==> config.mk <==
export PLATFORM = sky130hd
export DESIGN_NAME = binary_insertion_sort_engine
export DESIGN_NICKNAME = d
export VERILOG_FILES = /design/src/sv/bis_pkg.sv /design/src/sv/bis_store.sv /design/src/sv/bis_ctrl.sv /design/src/sv/binary_insertion_sort_engine.sv
export SDC_FILE = /design/constraint.sdc
export NUM_CORES = 1
export LEC_CHECK = 0
export BUFFER_PORTS_ARGS = -buffer_cell sky130_fd_sc_hd__buf_4
export CAP_MARGIN = 25
export CORE_ASPECT_RATIO = 0.8
export CORE_UTILIZATION = 35
export DETAILED_ROUTE_END_ITERATION = 7
export GPL_ROUTABILITY_DRIVEN = 0
export PLACE_DENSITY = 0.54
export SLEW_MARGIN = 20
export SYNTH_ARGS = -nofsm -noshare
export SYNTH_HDL_FRONTEND = slang
export SYNTH_SLANG_ARGS = --single-unit
==> constraint.sdc <==
create_clock -name clk -period 5.5 [get_ports clk]
set_input_delay 0.55 -clock clk [delete_from_list [all_inputs] [get_ports clk]]
set_output_delay 0.55 -clock clk [all_outputs]
set_load 0.005 [all_outputs]
==> src/sv/bis_pkg.sv <==
// Package for the binary insertion sort engine: sizes, beat types and states.
// It depends on nothing; every other file in the folder imports it.
`default_nettype none
package bis_pkg;

    localparam int MAX_ITEMS = 16;
    localparam int IDX_W     = $clog2(MAX_ITEMS);
    localparam int CNT_W     = $clog2(MAX_ITEMS + 1);
    localparam int DATA_W    = 32;

    typedef struct packed {
        logic signed [DATA_W-1:0] value;
        logic                     last;
    } in_item_t;

    typedef struct packed {
        logic signed [DATA_W-1:0] sorted_value;
        logic                     final_res;
        logic                     overflowed;
    } out_item_t;

    typedef struct packed {
        logic                     en;
        logic [IDX_W-1:0]         pos;
        logic signed [DATA_W-1:0] value;
    } ins_cmd_t;

    typedef enum logic [1:0] {
        ST_IDLE,
        ST_SEARCH,
        ST_EMIT
    } bis_state_t;

endpackage
`default_nettype wire

==> src/sv/bis_store.sv <==
// Sorted store of the sort engine: a row of registers with a parallel shift-insert
// and one read port. It depends on bis_pkg.
`default_nettype none
module bis_store
    import bis_pkg::*;
(
    input  wire logic                     clk,
    input  wire ins_cmd_t                 ins,
    input  wire logic [IDX_W-1:0]         rd_addr,
    output logic signed [DATA_W-1:0]      rd_data
);

    logic signed [DATA_W-1:0] store_reg [MAX_ITEMS];

    always_ff @(posedge clk)
    begin
        if (ins.en && ins.pos == '0)
        begin
            store_reg[0] <= ins.value;
        end
    end

    for (genvar k = 1; k < MAX_ITEMS; k++)
    begin : g_entry
        always_ff @(posedge clk)
        begin
            if (ins.en)
            begin
                if (IDX_W'(k) == ins.pos)
                begin
                    store_reg[k] <= ins.value;
                end
                else if (IDX_W'(k) > ins.pos)
                begin
                    store_reg[k] <= store_reg[k-1];
                end
            end
        end
    end

    assign rd_data = store_reg[rd_addr];

endmodule
`default_nettype wire

==> src/sv/bis_ctrl.sv <==
// Sequencer of the sort engine: binary search with one shared comparator,
// insert command, and the emit sweep over the store. It depends on bis_pkg.
`default_nettype none
module bis_ctrl
    import bis_pkg::*;
(
    input  wire logic                     clk,
    input  wire logic                     rst_n,
    input  wire logic                     start,
    output logic                          busy,
    input  wire in_item_t                 item,
    input  wire logic                     descending,
    output logic [IDX_W-1:0]              rd_addr,
    input  wire logic signed [DATA_W-1:0] rd_data,
    output ins_cmd_t                      ins,
    output out_item_t                     result,
    output logic                          result_strobe
);

    bis_state_t               state_reg, state_next;
    logic [CNT_W-1:0]         count_reg, count_next;
    logic                     ovf_reg, ovf_next;
    logic [CNT_W-1:0]         lo_reg, lo_next;
    logic [CNT_W-1:0]         hi_reg, hi_next;
    logic [IDX_W-1:0]         emit_reg, emit_next;
    logic signed [DATA_W-1:0] val_reg, val_next;
    logic                     last_reg, last_next;
    out_item_t                result_reg, result_next;
    logic                     strobe_reg, strobe_next;

    logic [CNT_W:0]           mid_sum;
    logic [CNT_W-1:0]         mid;
    logic                     goes_before;
    logic                     emit_final;

    assign mid_sum     = {1'b0, lo_reg} + {1'b0, hi_reg};
    assign mid         = mid_sum[CNT_W:1];
    assign goes_before = descending ? (rd_data < val_reg) : (val_reg < rd_data);
    assign emit_final  = (CNT_W'(emit_reg) + CNT_W'(1)) == count_reg;

    always_ff @(posedge clk or negedge rst_n)
    begin
        if (!rst_n)
        begin
            state_reg  <= ST_IDLE;
            count_reg  <= '0;
            ovf_reg    <= 1'b0;
            strobe_reg <= 1'b0;
        end
        else
        begin
            state_reg  <= state_next;
            count_reg  <= count_next;
            ovf_reg    <= ovf_next;
            strobe_reg <= strobe_next;
        end
    end

    always_ff @(posedge clk)
    begin
        lo_reg     <= lo_next;
        hi_reg     <= hi_next;
        emit_reg   <= emit_next;
        val_reg    <= val_next;
        last_reg   <= last_next;
        result_reg <= result_next;
    end

    always_comb
    begin
        state_next  = state_reg;
        count_next  = count_reg;
        ovf_next    = ovf_reg;
        lo_next     = lo_reg;
        hi_next     = hi_reg;
        emit_next   = emit_reg;
        val_next    = val_reg;
        last_next   = last_reg;
        result_next = result_reg;
        strobe_next = 1'b0;
        ins.en      = 1'b0;
        ins.pos     = lo_reg[IDX_W-1:0];
        ins.value   = val_reg;
        rd_addr     = mid[IDX_W-1:0];

        unique case (state_reg)
            ST_IDLE:
            begin
                if (start)
                begin
                    val_next  = item.value;
                    last_next = item.last;
                    lo_next   = '0;
                    hi_next   = count_reg;
                    emit_next = '0;
                    if (count_reg == CNT_W'(MAX_ITEMS))
                    begin
                        ovf_next   = 1'b1;
                        state_next = item.last ? ST_EMIT : ST_IDLE;
                    end
                    else
                    begin
                        state_next = ST_SEARCH;
                    end
                end
            end

            ST_SEARCH:
            begin
                if (lo_reg < hi_reg)
                begin
                    if (goes_before)
                    begin
                        hi_next = mid;
                    end
                    else
                    begin
                        lo_next = mid + CNT_W'(1);
                    end
                end
                else
                begin
                    ins.en     = 1'b1;
                    count_next = count_reg + CNT_W'(1);
                    emit_next  = '0;
                    state_next = last_reg ? ST_EMIT : ST_IDLE;
                end
            end

            ST_EMIT:
            begin
                rd_addr                  = emit_reg;
                strobe_next              = 1'b1;
                result_next.sorted_value = rd_data;
                result_next.final_res    = emit_final;
                result_next.overflowed   = ovf_reg;
                if (emit_final)
                begin
                    count_next = '0;
                    ovf_next   = 1'b0;
                    state_next = ST_IDLE;
                end
                else
                begin
                    emit_next = emit_reg + IDX_W'(1);
                end
            end

            default:
            begin
                state_next = ST_IDLE;
            end
        endcase
    end

    assign busy          = (state_reg != ST_IDLE);
    assign result        = result_reg;
    assign result_strobe = strobe_reg;

`ifndef SYNTHESIS
    a_count_bound: assert property (@(posedge clk) disable iff (!rst_n)
        count_reg <= CNT_W'(MAX_ITEMS))
        else $error("Item count exceeds the store capacity.");

    a_search_window: assert property (@(posedge clk) disable iff (!rst_n)
        state_reg == ST_SEARCH |-> lo_reg <= hi_reg && hi_reg <= count_reg)
        else $error("Search window is out of order.");

    a_strobe_from_emit: assert property (@(posedge clk) disable iff (!rst_n)
        $rose(strobe_reg) |-> $past(state_reg) == ST_EMIT)
        else $error("Result beat without an emit cycle.");

    a_final_clears: assert property (@(posedge clk) disable iff (!rst_n)
        strobe_reg && result_reg.final_res |-> count_reg == '0 && !ovf_reg)
        else $error("Set not cleared after its final beat.");

    a_emit_nonempty: assert property (@(posedge clk) disable iff (!rst_n)
        state_reg == ST_EMIT |-> count_reg != '0)
        else $error("Emit sweep over an empty store.");
`endif

endmodule
`default_nettype wire

==> src/sv/binary_insertion_sort_engine.sv <==
// Top level of the binary insertion sort engine: mode register, sequencer and store.
// It depends on bis_pkg, bis_ctrl and bis_store.
//
//   Channel   Handshake                      Beat
//   item      start, accepted when !busy     value, last
//   result    result_strobe, one cycle       sorted_value, final_res, overflowed
//   cfg       cfg_valid / cfg_ready          descending in bit 0 of cfg_data
//
// An item into a store of n entries keeps busy high through the binary search, one
// comparison per search step, then the shift and insert; a full store drops it with
// no search. A last item then starts an emit sweep over every stored entry, n + 1
// after an insert and n after a drop, one result beat each, each beat registered and
// shown in the cycle after its emit step. Reset empties the set and clears the mode.
// The receiver cannot stall; the mode register is written only while busy is low.
`default_nettype none
module binary_insertion_sort_engine
    import bis_pkg::*;
(
    input  wire logic        clk,
    input  wire logic        rst_n,
    input  wire logic        start,
    output logic             busy,
    input  wire in_item_t    item,
    output out_item_t        result,
    output logic             result_strobe,
    input  wire logic        cfg_valid,
    output logic             cfg_ready,
    input  wire logic [31:0] cfg_data
);

    logic                     descending_reg;
    logic [IDX_W-1:0]         rd_addr;
    logic signed [DATA_W-1:0] rd_data;
    ins_cmd_t                 ins;

    assign cfg_ready = !busy;

    always_ff @(posedge clk or negedge rst_n)
    begin
        if (!rst_n)
        begin
            descending_reg <= 1'b0;
        end
        else if (cfg_valid && cfg_ready)
        begin
            descending_reg <= cfg_data[0];
        end
    end

    bis_ctrl u_ctrl (
        .clk           (clk),
        .rst_n         (rst_n),
        .start         (start),
        .busy          (busy),
        .item          (item),
        .descending    (descending_reg),
        .rd_addr       (rd_addr),
        .rd_data       (rd_data),
        .ins           (ins),
        .result        (result),
        .result_strobe (result_strobe)
    );

    bis_store u_store (
        .clk     (clk),
        .ins     (ins),
        .rd_addr (rd_addr),
        .rd_data (rd_data)
    );

endmodule
`default_nettype wire

==> flow_metrics.tcl <==
set metrics [dict create \
    number_of_standard_cells_in_the_layout_taps_in_and_fillers_out 3100 \
    min_period_over_period_pct 95.41 \
    core_region_area_mm2 0.08612 \
    min_path_cells 1 \
    outcome "complete, no violations" \
    timing.critical_path.arrival_ns 5.57 \
    largest_reg_flops 512 \
    number_of_levels_the_h_tree_was_split_into 3 \
    drt_wl_total_um 89140 \
    setup_viol 0 \
    placement.io_buffers 74 \
    placedCellCount 2965 \
    synth_edf_count 593 \
    critical_path.endpoint_type "register" \
    synthSimpleGateAreaFrac_pct 2.212 \
    unrepaired_setup_endpoints_after_global_routing "false" \
    first_iteration_detailed_routing_drc_count 1553 \
    final_ws_setup_ns 0.2527 \
    clock_slew_at_reported_path_ffs_ns 0.06 \
    dieWidth_um 332.6 \
    synth.ff_latch_count 603 \
    reg2reg_setup_slack_ns 0.25 \
    grt_use_total_pct 19.96 \
    hold_path.startpoint "item[31]" \
    antenna_cell_count 0 \
    cts-root-buf "sky130_fd_sc_hd__clkbuf_16" \
    ys_async_sr_fraction_pct 1.658 \
    timing_worst_slew_pin_value_ns 0.9230 \
    finish.instance_area_mm2 0.03497 \
    critPathRequiredTime_ns 5.82 \
    synth_compound_gate_area_share_pct 1.640 \
    max_cap_violations 0 \
    placed_cell_area_mm2 0.03260 \
    grt_overflow_total 0 \
    fin_skew_ns 0.03093 \
    timing.rr.end "u_ctrl.lo_reg[1]$_SDFFCE_PN0P_" \
    post_synth_fa_ha_maj_area_fraction_pct 1.987 \
    via_per_inst 5.495 \
    clock-sinks 603 \
    drt-pass1-iter-count 5 \
    timing.critical_path.fanout_max 16 \
    finalMaxSlewViolations 0 \
    routed-via-count 17040 \
    tritoncts "yes" \
    route.detailed.wl_per_inst_um 28.75 \
    p_leak_nw 11.80 \
    grt_start_max_net_pins 45 \
    fp-row-count 96 \
    cp_slowest_cell "sky130_fd_sc_hd__mux4_2" \
    timing.critical_path.mode_cell "sky130_fd_sc_hd__buf_12" \
    netlist_area_mm2 0.03060 \
    cp_slowest_stage_delay_ns 0.50 \
    critical_path_class "register to register" \
    drt_drc_violations_left 0 \
    antenna_found_initial 0 \
    synth_flop_cell "sky130_fd_sc_hd__edfxtp_1" \
    slew-limit-headroom_pct 38.46 \
    timing.hold.worst.class "primary input to register" \
    pin_count 106 \
    tritoncts.num_buffers 68 \
    insertion_delay_ns 0.62 \
    cellPowerDensity_mw_per_mm2 272.5 \
    tns_ns 0 \
    areaGrowthSynthToFinish_pct 14.30 \
    power.ir.vdd_worst_mv 0.2016 \
    synth_xor_area_share_pct 0.3149 \
    grt_pass1_vias 17540 \
    largest_family_of_logic_cells_by_synthesized_area "multiplexers" \
    grt_pass1_wl_um 127200 \
    dp_hpwl_um 50740 \
    dp_slack_ns -0.04956 \
    worst_hold_path.endpoint "u_ctrl.val_reg[30]$_DFFE_PP_" \
    max_clock_freq_ghz 0.1906 \
    syn_nets 1923 \
    drt_antenna_net_count 0 \
    nNetsFinal 2036 \
    yosysUniqueCellTypes 62 \
    initial_utilization_pct 35.53 \
    dieArea_mm2 0.08862 \
    synthesis.yosys.warnings 0 \
    reg2regPathDepth 20 \
    synthesis.instances 1806 \
    synth_seq_area_share_pct 59.01 \
    post-route-util_pct 40.61 \
    synth_mux_area_share_pct 31.24 \
    crit_path_cell_trace "inv_1 > ha_1 > nand3b_1 > a21oi_2 > o211ai_1 > o311ai_4 > buf_12 > buf_12 > buf_12 > mux4_2 > mux2i_1 > ha_1 > a21oi_1 > o21a_1 > a2bb2oi_1 > nand3_1 > a221o_1 > a21boi_0 > nor3_1 > buf_4" \
    syn_avg_cell_area_um2 16.94 \
    drive_above_1_share_pct 45.11 \
    die_h_um 266.5 \
    period_needed_ns 5.247 \
    hold_viol_final 0 \
    worstReg2RegStart "u_ctrl.hi_reg[1]$_DFFE_PP_" \
    cts-root-to-sink-buffers 3 \
    crit_path_start_kind "register" \
]
synth_stat cells (all sizes together) (2+ instances only):
cell type	count	area, µm²
edfxtp	593	17810
mux2	486	5477
mux2i	185	1852
mux4	99	2230
buf	90	714.4
inv	63	236.5
ha	47	588.1
clkbuf	40	150.1
nand3	27	257.8
a21oi	26	133.9
nor2	25	93.84
nand2	21	78.83
o21ai	11	58.81
dfrtp	10	250.2
xnor2	9	78.83
a21o	8	60.06
nand4	7	43.79
nor3	6	30.03
and2	4	25.02
nor2b	4	32.53
a211oi	3	22.52
a22o	3	26.28
or2	3	18.77
or3	3	18.77
and3	2	12.51
nor3b	2	15.01
nor4	2	12.51
o21a	2	15.01
o21bai	2	15.01
xor2	2	17.52
per-layer routing:
metal  routed length [µm]  track usage (%)
met1                42820            29.35
met2                40100            30.80
met3                 4503            3.139
met4                 1717            4.717
met5                    0                0
worst max-delay path: cells and delay by family, from the launching register on:
| family | cells | cell delay, ns |
|---|---|---|
| AO/OA/AOI/OAI | 8 | 1.66 |
| adder cells (fa/ha/maj) | 2 | 0.58 |
| buffers and inverters | 5 | 0.84 |
| flip-flops | 1 | 0.41 |
| multiplexers | 2 | 0.82 |
| AND/OR/NAND/NOR | 3 | 0.60 |
kinds of logic after synthesis:
kind of cell | count (synthesis)
fa+ha+maj | 48
flops | 603
mux | 770
buf+inv | 193
xor+xnor | 11
compound gates | 70
simple gates | 111
power by group:
part           internal, mW  switching [mW]  total [mW]
logic                0.0168         0.00629      0.0231
clock network          2.58            1.95        4.53
registers              4.97               0        4.97
repair_timing:
item                                    CTS  global route
cloned                                    0             4
hold buffers                              1             0
gates resized for setup                   1             5
hold endpoints to repair                 10             0
pin swaps                                 0             2
endpoints found under the setup margin   10            10
setup buffers                             0             5
final cells by class:
class / count / area (µm²)
clock buffer: 85 / 1808
clock inverter: 39 / 345.3
multi-input combinational: 1010 / 11490
inverter: 63 / 236.5
timing repair buffer: 173 / 1625
fill: 7706 / 51150
sequential: 603 / 18060
tap: 1127 / 1410
metrics by stage:
step / power, mW / hold WS (ns)
after floorplan: 5.069 / 0.2544
after global placement: 5.092 / 0.3919
after detailed placement: 5.092 / 0.3918
after CTS: 9.636 / 0.06853
after global routing: 9.798 / 0.08487
final: 9.529 / 0.1006
cell usage in the layout, fill, tap and decap left out, types with 10 or more instances in the layout:
cell type	count
sky130_fd_sc_hd__a21oi_1	24
sky130_fd_sc_hd__buf_12	20
sky130_fd_sc_hd__buf_4	147
sky130_fd_sc_hd__clkbuf_1	15
sky130_fd_sc_hd__clkbuf_16	74
sky130_fd_sc_hd__clkinv_1	13
sky130_fd_sc_hd__clkinv_2	11
sky130_fd_sc_hd__dfrtp_1	10
sky130_fd_sc_hd__edfxtp_1	593
sky130_fd_sc_hd__ha_1	46
sky130_fd_sc_hd__inv_1	47
sky130_fd_sc_hd__inv_2	16
sky130_fd_sc_hd__mux2_1	12
sky130_fd_sc_hd__mux2_2	472
sky130_fd_sc_hd__mux2i_1	184
sky130_fd_sc_hd__mux4_2	99
sky130_fd_sc_hd__nand2_1	21
sky130_fd_sc_hd__nand3_1	13
sky130_fd_sc_hd__nor2_1	25
sky130_fd_sc_hd__o21ai_0	10
worst max-delay path by stage:
stage / startpoint / cells past startpoint / endpoint
2_1_floorplan: u_ctrl.state_reg[0]$_DFFE_PN0P_ / 18 / u_ctrl.lo_reg[0]$_SDFFCE_PN0P_
3_3_place_gp: u_ctrl.lo_reg[1]$_SDFFCE_PN0P_ / 18 / u_ctrl.lo_reg[0]$_SDFFCE_PN0P_
3_5_place_dp: u_ctrl.lo_reg[1]$_SDFFCE_PN0P_ / 19 / u_ctrl.lo_reg[0]$_SDFFCE_PN0P_
4_1_cts: u_ctrl.lo_reg[1]$_SDFFCE_PN0P_ / 18 / u_ctrl.lo_reg[1]$_SDFFCE_PN0P_
5_1_grt: u_ctrl.hi_reg[1]$_DFFE_PP_ / 21 / u_ctrl.lo_reg[1]$_SDFFCE_PN0P_
6_report: u_ctrl.hi_reg[1]$_DFFE_PP_ / 20 / u_ctrl.lo_reg[1]$_SDFFCE_PN0P_
(Power assumes the default switching activity.)
